[src/hw/rtl/twal_pkg.sv]
`timescale 1ns / 1ps

package twal_pkg;

    localparam int unsigned SAMPLE_W       = 28;
    localparam int unsigned FRAC_W         = 8;
    localparam int unsigned OUT_W          = SAMPLE_W + FRAC_W;
    localparam int unsigned CH_W           = 2;
    localparam int unsigned NUM_CH         = 3;
    localparam int unsigned CFG_IDX_W      = 2;
    localparam int unsigned CFG_DATA_W     = SAMPLE_W;
    localparam int unsigned LIMIT_W        = 4;
    localparam int unsigned DIR_W          = 5;
    localparam int unsigned WINDOW_LEN_DEF = 10;

    // Quotient bits produced per divider step.
    localparam int unsigned DIGIT_W   = 4;
    localparam int unsigned DIV_STEPS = OUT_W / DIGIT_W;

    localparam int unsigned RATIO_STEP  = 50000;
    localparam int unsigned RATIO_CAP   = 16;
    localparam int unsigned RATIO_SHIFT = $clog2(RATIO_CAP);
    localparam int unsigned RATIO_W     = RATIO_SHIFT + 1;

    localparam logic [CH_W-1:0] CH_HUMIDITY = 2'd1;
    localparam logic [CH_W-1:0] CH_INVALID  = 2'd3;

    localparam logic [CFG_IDX_W-1:0] CFG_JUMP  = 2'd0;
    localparam logic [CFG_IDX_W-1:0] CFG_LIMIT = 2'd1;

    localparam logic [SAMPLE_W-1:0] JUMP_RESET  = 28'd800000;
    localparam logic [LIMIT_W-1:0]  LIMIT_RESET = 4'd10;

    typedef enum logic [1:0] {
        CELL_HOLD  = 2'd0,
        CELL_SHIFT = 2'd1,
        CELL_LOAD  = 2'd2
    } t_cell_op;

    typedef struct packed {
        logic [CH_W-1:0] ch;
        t_cell_op        op;
    } t_cell_ctl;

endpackage

[src/hw/rtl/twal_cell.sv]
`timescale 1ns / 1ps

module twal_cell (
    input  logic                          i_clk,
    input  logic                          i_rst_n,
    input  twal_pkg::t_cell_ctl           i_ctl,
    input  logic [twal_pkg::SAMPLE_W-1:0] i_prev,
    input  logic [twal_pkg::SAMPLE_W-1:0] i_fill,
    output logic [twal_pkg::SAMPLE_W-1:0] o_entry
);
    import twal_pkg::*;

    // One window position for each channel.
    logic [SAMPLE_W-1:0] r_entry [NUM_CH];

    assign o_entry = (i_ctl.ch < CH_W'(NUM_CH)) ? r_entry[i_ctl.ch] : '0;

    always_ff @(posedge i_clk) begin
        if (!i_rst_n) begin
            for (int c = 0; c < NUM_CH; c++) begin
                r_entry[c] <= '0;
            end
        end else if (i_ctl.ch < CH_W'(NUM_CH)) begin
            case (i_ctl.op)
                CELL_SHIFT: r_entry[i_ctl.ch] <= i_prev;
                CELL_LOAD:  r_entry[i_ctl.ch] <= i_fill;
                default:    ;
            endcase
        end
    end

endmodule

[src/hw/rtl/twal_div.sv]
`timescale 1ns / 1ps

module twal_div #(
    parameter int unsigned WINDOW_LEN = twal_pkg::WINDOW_LEN_DEF
) (
    input  logic                                                  i_clk,
    input  logic                                                  i_rst_n,
    input  logic                                                  i_start,
    input  logic [twal_pkg::SAMPLE_W+$clog2(WINDOW_LEN)-1:0]      i_num,
    output logic                                                  o_done,
    output logic [twal_pkg::OUT_W-1:0]                            o_quot
);
    import twal_pkg::*;

    localparam int unsigned Divisor = WINDOW_LEN - 2;
    localparam int unsigned REM_W   = $clog2(Divisor);
    localparam int unsigned PART_W  = REM_W + DIGIT_W;
    localparam int unsigned STEP_W  = $clog2(DIV_STEPS);

    logic                     r_busy;
    logic                     r_done;
    logic [STEP_W-1:0]        r_cnt;
    logic [REM_W-1:0]         r_rem;
    logic [OUT_W-1:0]         r_num;
    logic [OUT_W-1:0]         r_quot;
    logic [PART_W-1:0]        w_part;
    logic [DIGIT_W-1:0]       w_digit;
    logic [REM_W-1:0]         w_rem;

    // The remainder stays below the divisor, so each digit is found by
    // comparing the partial value against the constant multiples of it.
    assign w_part = {r_rem, r_num[OUT_W-1 -: DIGIT_W]};

    always_comb begin
        w_digit = '0;
        for (int k = 1; k < (1 << DIGIT_W); k++) begin
            if (w_part >= PART_W'(k * Divisor)) begin
                w_digit = DIGIT_W'(k);
            end
        end
    end

    assign w_rem = REM_W'(w_part - PART_W'(w_digit) * PART_W'(Divisor));

    assign o_done = r_done;
    assign o_quot = r_quot;

    always_ff @(posedge i_clk) begin
        if (!i_rst_n) begin
            r_busy <= 1'b0;
            r_done <= 1'b0;
            r_cnt  <= '0;
        end else begin
            r_done <= 1'b0;
            if (i_start) begin
                r_busy <= 1'b1;
                r_cnt  <= '0;
            end else if (r_busy) begin
                if (r_cnt == STEP_W'(DIV_STEPS - 1)) begin
                    r_busy <= 1'b0;
                    r_done <= 1'b1;
                end
                r_cnt <= r_cnt + 1'b1;
            end
        end
    end

    // The dividend is the numerator shifted up by the fraction bits; its bits
    // above the quotient width always form a value below the divisor.
    always_ff @(posedge i_clk) begin
        if (i_start) begin
            r_rem <= REM_W'(i_num >> SAMPLE_W);
            r_num <= {i_num[SAMPLE_W-1:0], {FRAC_W{1'b0}}};
        end else if (r_busy) begin
            r_rem  <= w_rem;
            r_num  <= r_num << DIGIT_W;
            r_quot <= {r_quot[OUT_W-DIGIT_W-1:0], w_digit};
        end
    end

endmodule

[src/hw/rtl/twal_lpf.sv]
`timescale 1ns / 1ps

module twal_lpf (
    input  logic                          i_clk,
    input  logic                          i_rst_n,
    input  logic                          i_start,
    input  logic [twal_pkg::OUT_W-1:0]    i_n,
    input  logic [twal_pkg::SAMPLE_W-1:0] i_jump,
    input  logic [twal_pkg::LIMIT_W-1:0]  i_limit,
    output logic                          o_done,
    output logic [twal_pkg::OUT_W-1:0]    o_result
);
    import twal_pkg::*;

    localparam int unsigned PROD_W = OUT_W + RATIO_W;

    logic                     r_v1;
    logic                     r_v2;
    logic                     r_v3;
    logic                     r_done;
    logic [OUT_W-1:0]         r_prev;
    logic signed [DIR_W-1:0]  r_dir;
    logic [OUT_W-1:0]         r_n;
    logic                     r_rise;
    logic [OUT_W-1:0]         r_delta;
    logic                     r_pass;
    logic [RATIO_W-1:0]       r_ratio;
    logic [OUT_W-1:0]         r_step;

    logic                     w_pass;
    logic                     w_apply;
    logic signed [DIR_W-1:0]  n_dir;
    logic signed [DIR_W:0]    w_dir_x;
    logic signed [DIR_W:0]    w_lim_x;
    logic [SAMPLE_W-1:0]      w_delta8;
    logic [RATIO_W-1:0]       w_ratio;
    logic [PROD_W-1:0]        w_prod;
    logic [OUT_W-1:0]         w_res;

    assign w_dir_x  = $signed({r_dir[DIR_W-1], r_dir});
    assign w_lim_x  = $signed({2'b00, i_limit});
    assign w_delta8 = r_delta[OUT_W-1:FRAC_W];

    assign w_pass = (r_n == '0) || (r_n == r_prev)
                 || (r_delta > {i_jump, {FRAC_W{1'b0}}});

    // Run counter: a reversal clears it, a full run enables the speed-up.
    always_comb begin
        n_dir   = r_dir;
        w_apply = 1'b0;
        if (r_rise) begin
            if (w_dir_x < 0) begin
                n_dir = '0;
            end else if (w_dir_x >= w_lim_x) begin
                w_apply = 1'b1;
            end else begin
                n_dir = r_dir + DIR_W'(1);
            end
        end else begin
            if (w_dir_x > 0) begin
                n_dir = '0;
            end else if (w_dir_x <= -w_lim_x) begin
                w_apply = 1'b1;
            end else begin
                n_dir = r_dir - DIR_W'(1);
            end
        end
    end

    // floor(delta / (RATIO_STEP * 256)) + 1, capped, as a count of
    // thresholds passed by the integer part of delta; 1 without the speed-up.
    always_comb begin
        logic [RATIO_W-1:0] cnt;
        cnt = RATIO_W'(1);
        for (int k = 1; k < RATIO_CAP; k++) begin
            if (w_delta8 >= SAMPLE_W'(k * RATIO_STEP)) begin
                cnt = cnt + RATIO_W'(1);
            end
        end
        w_ratio = w_apply ? cnt : RATIO_W'(1);
    end

    assign w_prod = {{RATIO_W{1'b0}}, r_delta} * {{OUT_W{1'b0}}, r_ratio};
    assign w_res  = r_pass ? r_n : (r_rise ? r_prev + r_step : r_prev - r_step);

    assign o_done   = r_done;
    assign o_result = r_prev;

    always_ff @(posedge i_clk) begin
        if (!i_rst_n) begin
            r_v1   <= 1'b0;
            r_v2   <= 1'b0;
            r_v3   <= 1'b0;
            r_done <= 1'b0;
            r_prev <= '0;
            r_dir  <= '0;
        end else begin
            r_v1   <= i_start;
            r_v2   <= r_v1;
            r_v3   <= r_v2;
            r_done <= r_v3;
            if (r_v1 && !w_pass) begin
                r_dir <= n_dir;
            end
            if (r_v3) begin
                r_prev <= w_res;
            end
        end
    end

    always_ff @(posedge i_clk) begin
        if (i_start) begin
            r_n     <= i_n;
            r_rise  <= i_n > r_prev;
            r_delta <= (i_n > r_prev) ? i_n - r_prev : r_prev - i_n;
        end
        if (r_v1) begin
            r_pass  <= w_pass;
            r_ratio <= w_ratio;
        end
        if (r_v2) begin
            r_step <= w_prod[OUT_W+RATIO_SHIFT-1:RATIO_SHIFT];
        end
    end

endmodule

[src/hw/rtl/trimmed_window_adaptive_lowpass_core.sv]
`timescale 1ns / 1ps

// Trimmed-window filter for three sensor channels with an adaptive low-pass
// on the humidity channel.
// Input channel: i_in_valid / o_in_ready with i_channel and i_sample. One
// item is worked on at a time; o_in_ready is high only while the core idles.
// Output channel: o_out_valid / i_out_ready with o_filtered (Q.8). The
// result sits in an output register, so the next item is accepted while a
// result still waits to be taken. A stalled receiver holds the finished
// item in the core until the output register frees up.
// Configuration: i_cfg_valid / o_cfg_ready (always ready), i_cfg_index and
// i_cfg_data; write it only while the core is idle.
// Sequence: the window of WINDOW_LEN-1 cells is walked once, one cell per
// cycle, then a radix-16 divider takes nine steps, and a humidity item
// then passes the low-pass. An item on channel three skips the window and
// returns zero.
// Reset clears all windows, the low-pass state, the run counter and restores
// the configuration defaults; no clearing pass is needed.
module trimmed_window_adaptive_lowpass_core #(
    parameter int unsigned WINDOW_LEN = twal_pkg::WINDOW_LEN_DEF
) (
    input  logic                            i_clk,
    input  logic                            i_rst_n,
    input  logic                            i_in_valid,
    output logic                            o_in_ready,
    input  logic [twal_pkg::CH_W-1:0]       i_channel,
    input  logic [twal_pkg::SAMPLE_W-1:0]   i_sample,
    output logic                            o_out_valid,
    input  logic                            i_out_ready,
    output logic [twal_pkg::OUT_W-1:0]      o_filtered,
    input  logic                            i_cfg_valid,
    output logic                            o_cfg_ready,
    input  logic [twal_pkg::CFG_IDX_W-1:0]  i_cfg_index,
    input  logic [twal_pkg::CFG_DATA_W-1:0] i_cfg_data
);
    import twal_pkg::*;

    localparam int unsigned N_CELLS = WINDOW_LEN - 1;
    localparam int unsigned CNT_W   = $clog2(WINDOW_LEN);
    localparam int unsigned SUM_W   = SAMPLE_W + $clog2(WINDOW_LEN);
    localparam int unsigned HALF    = (WINDOW_LEN - 2) / 2;

    typedef enum logic [4:0] {
        S_IDLE = 5'b00001,
        S_WALK = 5'b00010,
        S_DIV  = 5'b00100,
        S_LPF  = 5'b01000,
        S_DONE = 5'b10000
    } t_state;

    t_state              r_state;
    t_state              n_state;
    logic [CNT_W-1:0]    r_cnt;
    logic [CH_W-1:0]     r_ch;
    logic [SAMPLE_W-1:0] r_s;
    logic                r_fill;
    logic [SUM_W-1:0]    r_sum;
    logic [SAMPLE_W-1:0] r_max;
    logic [SAMPLE_W-1:0] r_min;
    logic [OUT_W-1:0]    r_res;
    logic                r_out_valid;
    logic [OUT_W-1:0]    r_out;
    logic [SAMPLE_W-1:0] r_jump;
    logic [LIMIT_W-1:0]  r_limit;

    t_cell_ctl           w_cell_ctl;
    logic [SAMPLE_W-1:0] w_entry [N_CELLS];
    logic [SAMPLE_W-1:0] w_head_in;
    logic [SAMPLE_W-1:0] w_tail;
    logic                w_fill_now;
    logic [SAMPLE_W-1:0] w_val;
    logic [SUM_W-1:0]    w_trim;
    logic                w_div_start;
    logic                w_div_done;
    logic [OUT_W-1:0]    w_quot;
    logic                w_lpf_start;
    logic                w_lpf_done;
    logic [OUT_W-1:0]    w_lpf_res;
    logic                w_out_free;
    logic                w_accept;

    assign o_in_ready  = (r_state == S_IDLE);
    assign o_cfg_ready = 1'b1;
    assign o_out_valid = r_out_valid;
    assign o_filtered  = r_out;

    assign w_accept   = i_in_valid && (r_state == S_IDLE);
    assign w_out_free = !r_out_valid || i_out_ready;

    // The window rotates once through the row so that every stored sample
    // passes the tail; an empty newest entry means the window is refilled.
    assign w_tail     = w_entry[N_CELLS-1];
    assign w_fill_now = (r_cnt == '0) ? (w_entry[0] == '0) : r_fill;
    assign w_val      = w_fill_now ? r_s : w_tail;
    assign w_trim     = r_sum - SUM_W'(r_max) - SUM_W'(r_min) + SUM_W'(HALF);

    for (genvar g = 0; g < N_CELLS; g++) begin : g_cell
        if (g == 0) begin : g_head
            twal_cell u_cell (
                .i_clk   (i_clk),
                .i_rst_n (i_rst_n),
                .i_ctl   (w_cell_ctl),
                .i_prev  (w_head_in),
                .i_fill  (r_s),
                .o_entry (w_entry[g])
            );
        end else begin : g_body
            twal_cell u_cell (
                .i_clk   (i_clk),
                .i_rst_n (i_rst_n),
                .i_ctl   (w_cell_ctl),
                .i_prev  (w_entry[g-1]),
                .i_fill  (r_s),
                .o_entry (w_entry[g])
            );
        end
    end

    twal_div #(
        .WINDOW_LEN (WINDOW_LEN)
    ) u_div (
        .i_clk   (i_clk),
        .i_rst_n (i_rst_n),
        .i_start (w_div_start),
        .i_num   (w_trim),
        .o_done  (w_div_done),
        .o_quot  (w_quot)
    );

    twal_lpf u_lpf (
        .i_clk    (i_clk),
        .i_rst_n  (i_rst_n),
        .i_start  (w_lpf_start),
        .i_n      (w_quot),
        .i_jump   (r_jump),
        .i_limit  (r_limit),
        .o_done   (w_lpf_done),
        .o_result (w_lpf_res)
    );

    always_comb begin
        n_state        = r_state;
        w_cell_ctl.ch  = r_ch;
        w_cell_ctl.op  = CELL_HOLD;
        w_head_in      = w_tail;
        w_div_start    = 1'b0;
        w_lpf_start    = 1'b0;
        case (r_state)
            S_IDLE: begin
                if (i_in_valid) begin
                    n_state = (i_channel == CH_INVALID) ? S_DONE : S_WALK;
                end
            end
            S_WALK: begin
                if (r_cnt == CNT_W'(N_CELLS)) begin
                    // Shift the new sample in, or refill the whole window.
                    w_cell_ctl.op = r_fill ? CELL_LOAD : CELL_SHIFT;
                    w_head_in     = r_s;
                    w_div_start   = 1'b1;
                    n_state       = S_DIV;
                end else begin
                    w_cell_ctl.op = CELL_SHIFT;
                end
            end
            S_DIV: begin
                if (w_div_done) begin
                    if (r_ch == CH_HUMIDITY) begin
                        w_lpf_start = 1'b1;
                        n_state     = S_LPF;
                    end else begin
                        n_state = S_DONE;
                    end
                end
            end
            S_LPF: begin
                if (w_lpf_done) begin
                    n_state = S_DONE;
                end
            end
            S_DONE: begin
                if (w_out_free) begin
                    n_state = S_IDLE;
                end
            end
            default: begin
                n_state = S_IDLE;
            end
        endcase
    end

    always_ff @(posedge i_clk) begin
        if (!i_rst_n) begin
            r_state     <= S_IDLE;
            r_cnt       <= '0;
            r_out_valid <= 1'b0;
            r_jump      <= JUMP_RESET;
            r_limit     <= LIMIT_RESET;
        end else begin
            r_state <= n_state;
            if (w_accept || r_state != S_WALK) begin
                r_cnt <= '0;
            end else begin
                r_cnt <= r_cnt + 1'b1;
            end
            if (r_state == S_DONE && w_out_free) begin
                r_out_valid <= 1'b1;
            end else if (i_out_ready) begin
                r_out_valid <= 1'b0;
            end
            if (i_cfg_valid) begin
                case (i_cfg_index)
                    CFG_JUMP:  r_jump  <= i_cfg_data;
                    CFG_LIMIT: r_limit <= i_cfg_data[LIMIT_W-1:0];
                    default:   ;
                endcase
            end
        end
    end

    always_ff @(posedge i_clk) begin
        if (w_accept) begin
            r_ch  <= i_channel;
            r_s   <= i_sample;
            r_sum <= SUM_W'(i_sample);
            r_max <= i_sample;
            r_min <= i_sample;
            r_res <= '0;
        end
        if (r_state == S_WALK && r_cnt != CNT_W'(N_CELLS)) begin
            r_fill <= w_fill_now;
            r_sum  <= r_sum + SUM_W'(w_val);
            if (w_val > r_max) begin
                r_max <= w_val;
            end
            if (w_val < r_min) begin
                r_min <= w_val;
            end
        end
        if (r_state == S_DIV && w_div_done && r_ch != CH_HUMIDITY) begin
            r_res <= w_quot;
        end
        if (r_state == S_LPF && w_lpf_done) begin
            r_res <= w_lpf_res;
        end
        if (r_state == S_DONE && w_out_free) begin
            r_out <= r_res;
        end
    end

endmodule

[config.mk]
export PLATFORM = sky130hd
export DESIGN_NAME = trimmed_window_adaptive_lowpass_core
export DESIGN_NICKNAME = d
export VERILOG_FILES = /design/src/hw/rtl/twal_pkg.sv /design/src/hw/rtl/twal_cell.sv /design/src/hw/rtl/twal_div.sv /design/src/hw/rtl/twal_lpf.sv /design/src/hw/rtl/trimmed_window_adaptive_lowpass_core.sv
export SDC_FILE = /design/constraint.sdc
export NUM_CORES = 2
export LEC_CHECK = 0
export ABC_AREA = 1
export BUFFER_PORTS_ARGS = -buffer_cell sky130_fd_sc_hd__buf_2
export CORE_MARGIN = 4
export CORE_UTILIZATION = 45
export DETAILED_ROUTE_END_ITERATION = 16
export PLACE_DENSITY_LB_ADDON = 0.05
export SLEW_MARGIN = 0
export SYNTH_ARGS = -nofsm -noshare
export SYNTH_HDL_FRONTEND = slang
export SYNTH_HIERARCHICAL = 1
export SYNTH_SLANG_ARGS = --single-unit
[constraint.sdc]
create_clock -name i_clk -period 8.3 [get_ports i_clk]
set_clock_uncertainty 0.15 [all_clocks]
set_input_delay 0.415 -clock i_clk [delete_from_list [all_inputs] [get_ports i_clk]]
set_output_delay 0.415 -clock i_clk [all_outputs]
set_load 0.05 [all_outputs]
# == Word-level counts from Yosys, hierarchy flattened ==
# Memory sizes are Yosys's and may differ from the RTL's. A register that Yosys moved wholly into a read port is not among the register bits.
# Cells that the tools add are included.
# totals
elab_cells,328
out_inout_bits,39
ram_bits,756
in_bits,65
ff_bits,466
mem_count,9
# memory_table
memory,depth,word_bits,rd,rd_ports_with_merged_regs,wr,line_no,text
g_cell[0].g_head.u_cell.r_entry,3,28,1,1,3,twal_cell.sv:14,logic [SAMPLE_W-1:0] r_entry [NUM_CH];
g_cell[1].g_body.u_cell.r_entry,3,28,1,1,3,twal_cell.sv:14,
g_cell[2].g_body.u_cell.r_entry,3,28,1,1,3,twal_cell.sv:14,
g_cell[3].g_body.u_cell.r_entry,3,28,1,1,3,twal_cell.sv:14,
g_cell[4].g_body.u_cell.r_entry,3,28,1,1,3,twal_cell.sv:14,
g_cell[5].g_body.u_cell.r_entry,3,28,1,1,3,twal_cell.sv:14,
3 more memories,--,--,--,--,--,--,
# op_classes
n_bitwise,12
n_eq_ne,23
magnitude_cmp,39
mux,147
mul,1
addsub,28
reduce_logical,38
# ops
cell,count
28-bit 2-to-1 mux,36
36-bit 2-to-1 mux,8
28-bit OR reduction,9
"28-bit by 19-bit >= comparator with 1-bit output, second input constant",5
"28-bit by 20-bit >= comparator with 1-bit output, second input constant",5
5-bit 2-to-1 mux,26
36-bit subtractor,3
"28-bit by 18-bit >= comparator with 1-bit output, second input constant",3
36-bit greater-than comparator,2
"5-bit by 1-bit adder with 5-bit output, second input constant",13
32-bit 2-to-1 mux,2
31-bit by 28-bit subtractor with 31-bit output,2
"7-bit >= comparator, second input constant",8
4-bit 2-to-1 mux,14
2-bit 2-to-1 mux,22
36-bit by 5-bit multiplier with 40-bit output,1
36-bit adder,1
36-bit equality test,1
36-bit logical NOT,1
1-bit 2-to-1 mux,36
32-bit by 28-bit adder with 32-bit output,1
"31-bit by 3-bit adder with 31-bit output, second input constant",1
"28-bit by 16-bit >= comparator with 1-bit output, second input constant",1
"28-bit by 17-bit >= comparator with 1-bit output, second input constant",1
47 further kinds,86

# == Logic depth before layout (Yosys ltp) ==
# logic_depth
depth_word,30
depth_mapped,56
depth_no_buf,55

# == Cells and area by module ==
# Netlist, hierarchy kept.
# modules_own_cells
mod,area_per_inst_um2,cells_each,n_inst,seq_area_each_um2
twal_cell (g_cell[0].g_head.u_cell ...),4216.5,485,8,2522.4
twal_lpf,20882.5,2950,1,4354.2
trimmed_window_adaptive_lowpass_core,14905.5,1811,1,6015.8
twal_cell (g_cell[7].g_body.u_cell),4192.8,484,1,2522.4
twal_div,2677.6,204,1,2132.0

# == Worst setup path after synthesis ==
# Ideal clock, no wire load.
# synth_timing
path_kind,reg2reg
from,register r_ch[0]
to,register u_lpf.r_delta[0] (enable)
arrival_time_ns,6.518
slack_ns,1.034
setup_time_ns,0.599
period_less_slack_ns,7.266
path_stages_with_launch,5
path_buffers,0
required_time_ns,7.551
cell_sequence,edfxtp_1 inv_1 nor2_1 inv_1 nor3_1
# synth_via
elab_chain_len,4
# synth_lines
item,line_no,text
start: declaration,trimmed_window_adaptive_lowpass_core.sv:54,logic [CH_W-1:0] r_ch;
start signal: assignment,trimmed_window_adaptive_lowpass_core.sv:222,r_ch <= i_channel;
2-bit by 1-bit equality test with 1-bit output,trimmed_window_adaptive_lowpass_core.sv:167,if (r_ch == CH_HUMIDITY) begin
1-bit 2-to-1 mux,trimmed_window_adaptive_lowpass_core.sv:167,
1-bit 2-to-1 mux,trimmed_window_adaptive_lowpass_core.sv:166,if (w_div_done) begin
1-bit 2-to-1 mux,trimmed_window_adaptive_lowpass_core.sv:148,case (r_state)
named net w_lpf_start,trimmed_window_adaptive_lowpass_core.sv:76,logic w_lpf_start;
end signal: assignment,twal_lpf.sv:115,r_delta <= (i_n > r_prev) ? i_n - r_prev : r_prev - i_n;
end: declaration,twal_lpf.sv:25,logic [OUT_W-1:0] r_delta;
# The timed path passes the listed nets, and every way through them passes these cells.
# A chain may end at the register's enable or synchronous reset.

# == Worst setup path in the final report ==
# layout_timing
from,register u_lpf.r_delta[27]
to,register u_lpf.r_ratio[4] (data pin)
# layout_via
elab_chain_len,30
elab_cells_between_ends,44
classes_between,14 x add/sub; 15 x order compare; 15 x mux
# layout_lines
item,line_no,text
28-bit by 16-bit >= comparator with 1-bit output,twal_lpf.sv:76,if (w_delta8 >= SAMPLE_W'(k * RATIO_STEP)) begin
2-bit 2-to-1 mux,twal_lpf.sv:76,
2-bit by 1-bit adder with 3-bit output,twal_lpf.sv:77,cnt = cnt + RATIO_W'(1);
5-bit 2-to-1 mux,twal_lpf.sv:76,
5-bit by 1-bit adder with 5-bit output,twal_lpf.sv:77,
5-bit 2-to-1 mux,twal_lpf.sv:76,
5-bit by 1-bit adder with 5-bit output,twal_lpf.sv:77,
5-bit 2-to-1 mux,twal_lpf.sv:76,
(+14 left out),--,
5-bit by 1-bit adder with 5-bit output,twal_lpf.sv:77,
5-bit 2-to-1 mux,twal_lpf.sv:76,
5-bit by 1-bit adder with 5-bit output,twal_lpf.sv:77,
5-bit 2-to-1 mux,twal_lpf.sv:76,
5-bit by 1-bit adder with 5-bit output,twal_lpf.sv:77,
5-bit 2-to-1 mux,twal_lpf.sv:76,
5-bit by 1-bit adder with 5-bit output,twal_lpf.sv:77,
5-bit 2-to-1 mux *,twal_lpf.sv:76,
end signal: assignment,twal_lpf.sv:119,r_ratio <= w_ratio;
end: declaration,twal_lpf.sv:27,logic [RATIO_W-1:0] r_ratio;
# Every way passes the cells marked *; elsewhere a longest branch is shown, timed or not.

==> impl_metrics.py <==
metrics = {
    "route": {
        "final_antenna_net_count": 0,
        "firstDrtPassIters": 6,
        "drc_errors": 0,
        "viasPerCell": 5.35,
        "drtIter0Drc": 5705,
        "wl_per_cell_microns": 21.0,
        "wirelength_mm": 247,
        "num_vias": 62800,
    },
    "sta": {
        "hold_ws_ns": 0.0632,
        "fin_crit_ns": 7.48,
        "worstMarginPinSlew_ns": 1.29,
        "fmax_mhz": 134,
        "finalSetupViolCount": 0,
        "drv_slew": 0,
        "fin_crit_sh": 0.902,
        "timing.slew.headroom": 0.138,
        "hold_viol_final": 0,
    },
    "min_path": {
        "hp-class": "primary input to register",
        "hp-start": "i_rst_n",
    },
    "cts": {
        "cts_tree": "done",
        "root_buffer": "clkbuf_16",
        "clockBufferDepth": 3,
        "clock_latency_ns": 0.80,
        "cts-buffers-inserted": 145,
        "cts_sinks": 1221,
        "path_clk_slew_ns": 0.06,
        "h-tree-depth": 4,
    },
    "power_and_ir_drop": {
        "leakagePower_nw": 38.1,
        "p_int_mw": 11.9,
        "p_switching_mw": 5.36,
        "power.density_nw_per_um2": 204,
        "combPwrFrac": 0.221,
        "irDropWorstVdd_mv": 0.282,
        "clkPwrFrac": 0.368,
        "switching_share": 0.311,
        "sequentialPowerShare": 0.411,
    },
    "global_routing": {
        "grt_pass1_vias": 59200,
        "antenna_found_initial": 4,
        "grt_overflow_total": 0,
        "grt_use_total": 0.276,
        "grt_max_degree": 66,
        "grt_pass1_wl_mm": 371,
    },
    "cells_and_area": {
        "final_cells": 11800,
        "final_util": 0.503,
        "diodes": 0,
        "fin_area_sq_um": 84300,
        "area_growth_pct": 10.6,
        "nets": 9983,
        "drive_gt1_frac": 0.0713,
    },
    "worst_setup_path": {
        "slowest_delay_ns": 0.46,
        "r2r_start": "u_lpf/r_delta[27]$_DFFE_PP_",
        "slowest_stage": "fa_2",
        "worst_ep_required_time_ns": 8.70,
        "crit_start": "u_lpf/r_delta[27]$_DFFE_PP_",
        "critPathBufInv": 8,
        "end_kind": "register",
        "cpMostUsedCell": "nand2_1",
        "crit_fanout": 7,
        "start_kind": "register",
        "critPathKind": "register to register",
        "crit_arrival_ns": 7.88,
        "path_delay_family": "simple AND/OR/NAND/NOR gates",
    },
    "logic_synthesis": {
        "syn_inst": 9308,
        "synth_nets": 9859,
        "syn_area_per_cell_sq_um": 8.19,
        "syn-cell-area_sq_um": 76300,
        "yosysWarnings": 6,
    },
    "floorplanning": {
        "initial_core_util": 0.454,
        "num_rows": 150,
        "fp.dieH_microns": 420,
        "die_x_microns": 420,
        "core_region_area_sq_um": 168000,
        "io-pin-count": 104,
        "die_area_sq_um": 176000,
    },
    "placement": {
        "dpl.cell_count": 11400,
        "placed_area_sq_um": 79000,
        "io_buffer_count": 102,
        "dp_hpwl_mm": 174,
        "gp_congestion": 0.947,
    },
    "outcome": {
        "status": "completed",
    },
    "run": {
        "cap_viol_max_count": 0,
    },
}
metrics by stage:
stage                     setup WS, ns  TNS, ns  power [mW]
final                            0.816        0        17.2
after global routing           -0.0202  -0.0202        18.0
after CTS                        0.423        0        17.4
after detailed placement         0.409        0        11.0
after global placement           0.350        0        11.0
after floorplan                   1.03        0        9.72
layout make-up:
class                   count  area [sq um]
clock buffers             197          3940
fillers                 16500         83400
flip-flops and latches   1221         35200
well taps                2204          2760
inverters                1354          5080
multi-input cells        6328         33900
repair buffers            382          2780
clock inverters            64           722
worst reg2reg max path: cells and delay by family (launching register included):
kind            cells  cell delay (ns)
simple gates       28             2.98
fa+ha+maj           8             2.31
compound gates      8             0.76
buf+inv             8             0.68
flops               1             0.42
layout by cell type, fill, tap and decap left out, drive strengths merged, types with 37 or more instances in the layout:
cell type    count
nand2         2659
inv           1361
nor2          1141
edfxtp        1072
nand3          449
a21oi          405
o21ai          366
ha             352
buf            317
nand4          299
clkbuf         197
dfxtp          149
fa             134
xor2           115
xnor2           91
dlygate4sd3     65
nor3            45
clkinv          42
a31oi           40
o211ai          37
registers in the layout, summed over array words and instances, names as in the netlist, 36 cells and up:
register,count
r_res,36
g_cell.g_head.u_cell/r_entry,84
u_lpf/r_delta,36
u_div/o_quot,36
u_lpf/o_result,36
g_cell.g_body.u_cell/r_entry,672
u_lpf/r_n,36
o_filtered,36
u_lpf/r_step,36
final timing paths:
| path | cells past startpoint | slack, ns | to |
|---|---|---|---|
| max reg2reg | 52 | 0.82 | u_lpf/r_ratio[4]$_SDFFCE_PN0P_ |
| min | 4 | 0.06 | u_lpf/r_v3$_SDFF_PN0_ |
| min reg2reg | 0 | 0.26 | o_filtered[12]$_DFFE_PP_ |
| max | 52 | 0.82 | u_lpf/r_ratio[4]$_SDFFCE_PN0P_ |
per-layer routing:
metal	track usage	vias up	share of wire
li1	-	30500	-
met1	0.403	30200	0.46
met2	0.434	1837	0.45
met3	0.0363	304	0.058
met4	0.0729	4	0.027
met5	0	-	0.000093
power groups by stage:
| stage | registers, mW | clock network (mW) | logic (mW) |
|---|---|---|---|
| floorplan | 7.18 | 0 | 2.54 |
| global placement | 7.20 | 0 | 3.78 |
| detailed placement | 7.20 | 0 | 3.79 |
| CTS | 7.08 | 6.47 | 3.84 |
| global route | 7.10 | 6.71 | 4.24 |
| finish | 7.08 | 6.33 | 3.81 |
repair_timing:
item | 4_1_cts | 5_1_grt
setup buffers | 0 | 3
resized for setup | 0 | 16
hold endpoints to repair | 150 | 0
hold buffers | 65 | 0
setup endpoints to repair | 0 | 4
Power figures use the tool's default switching activity.
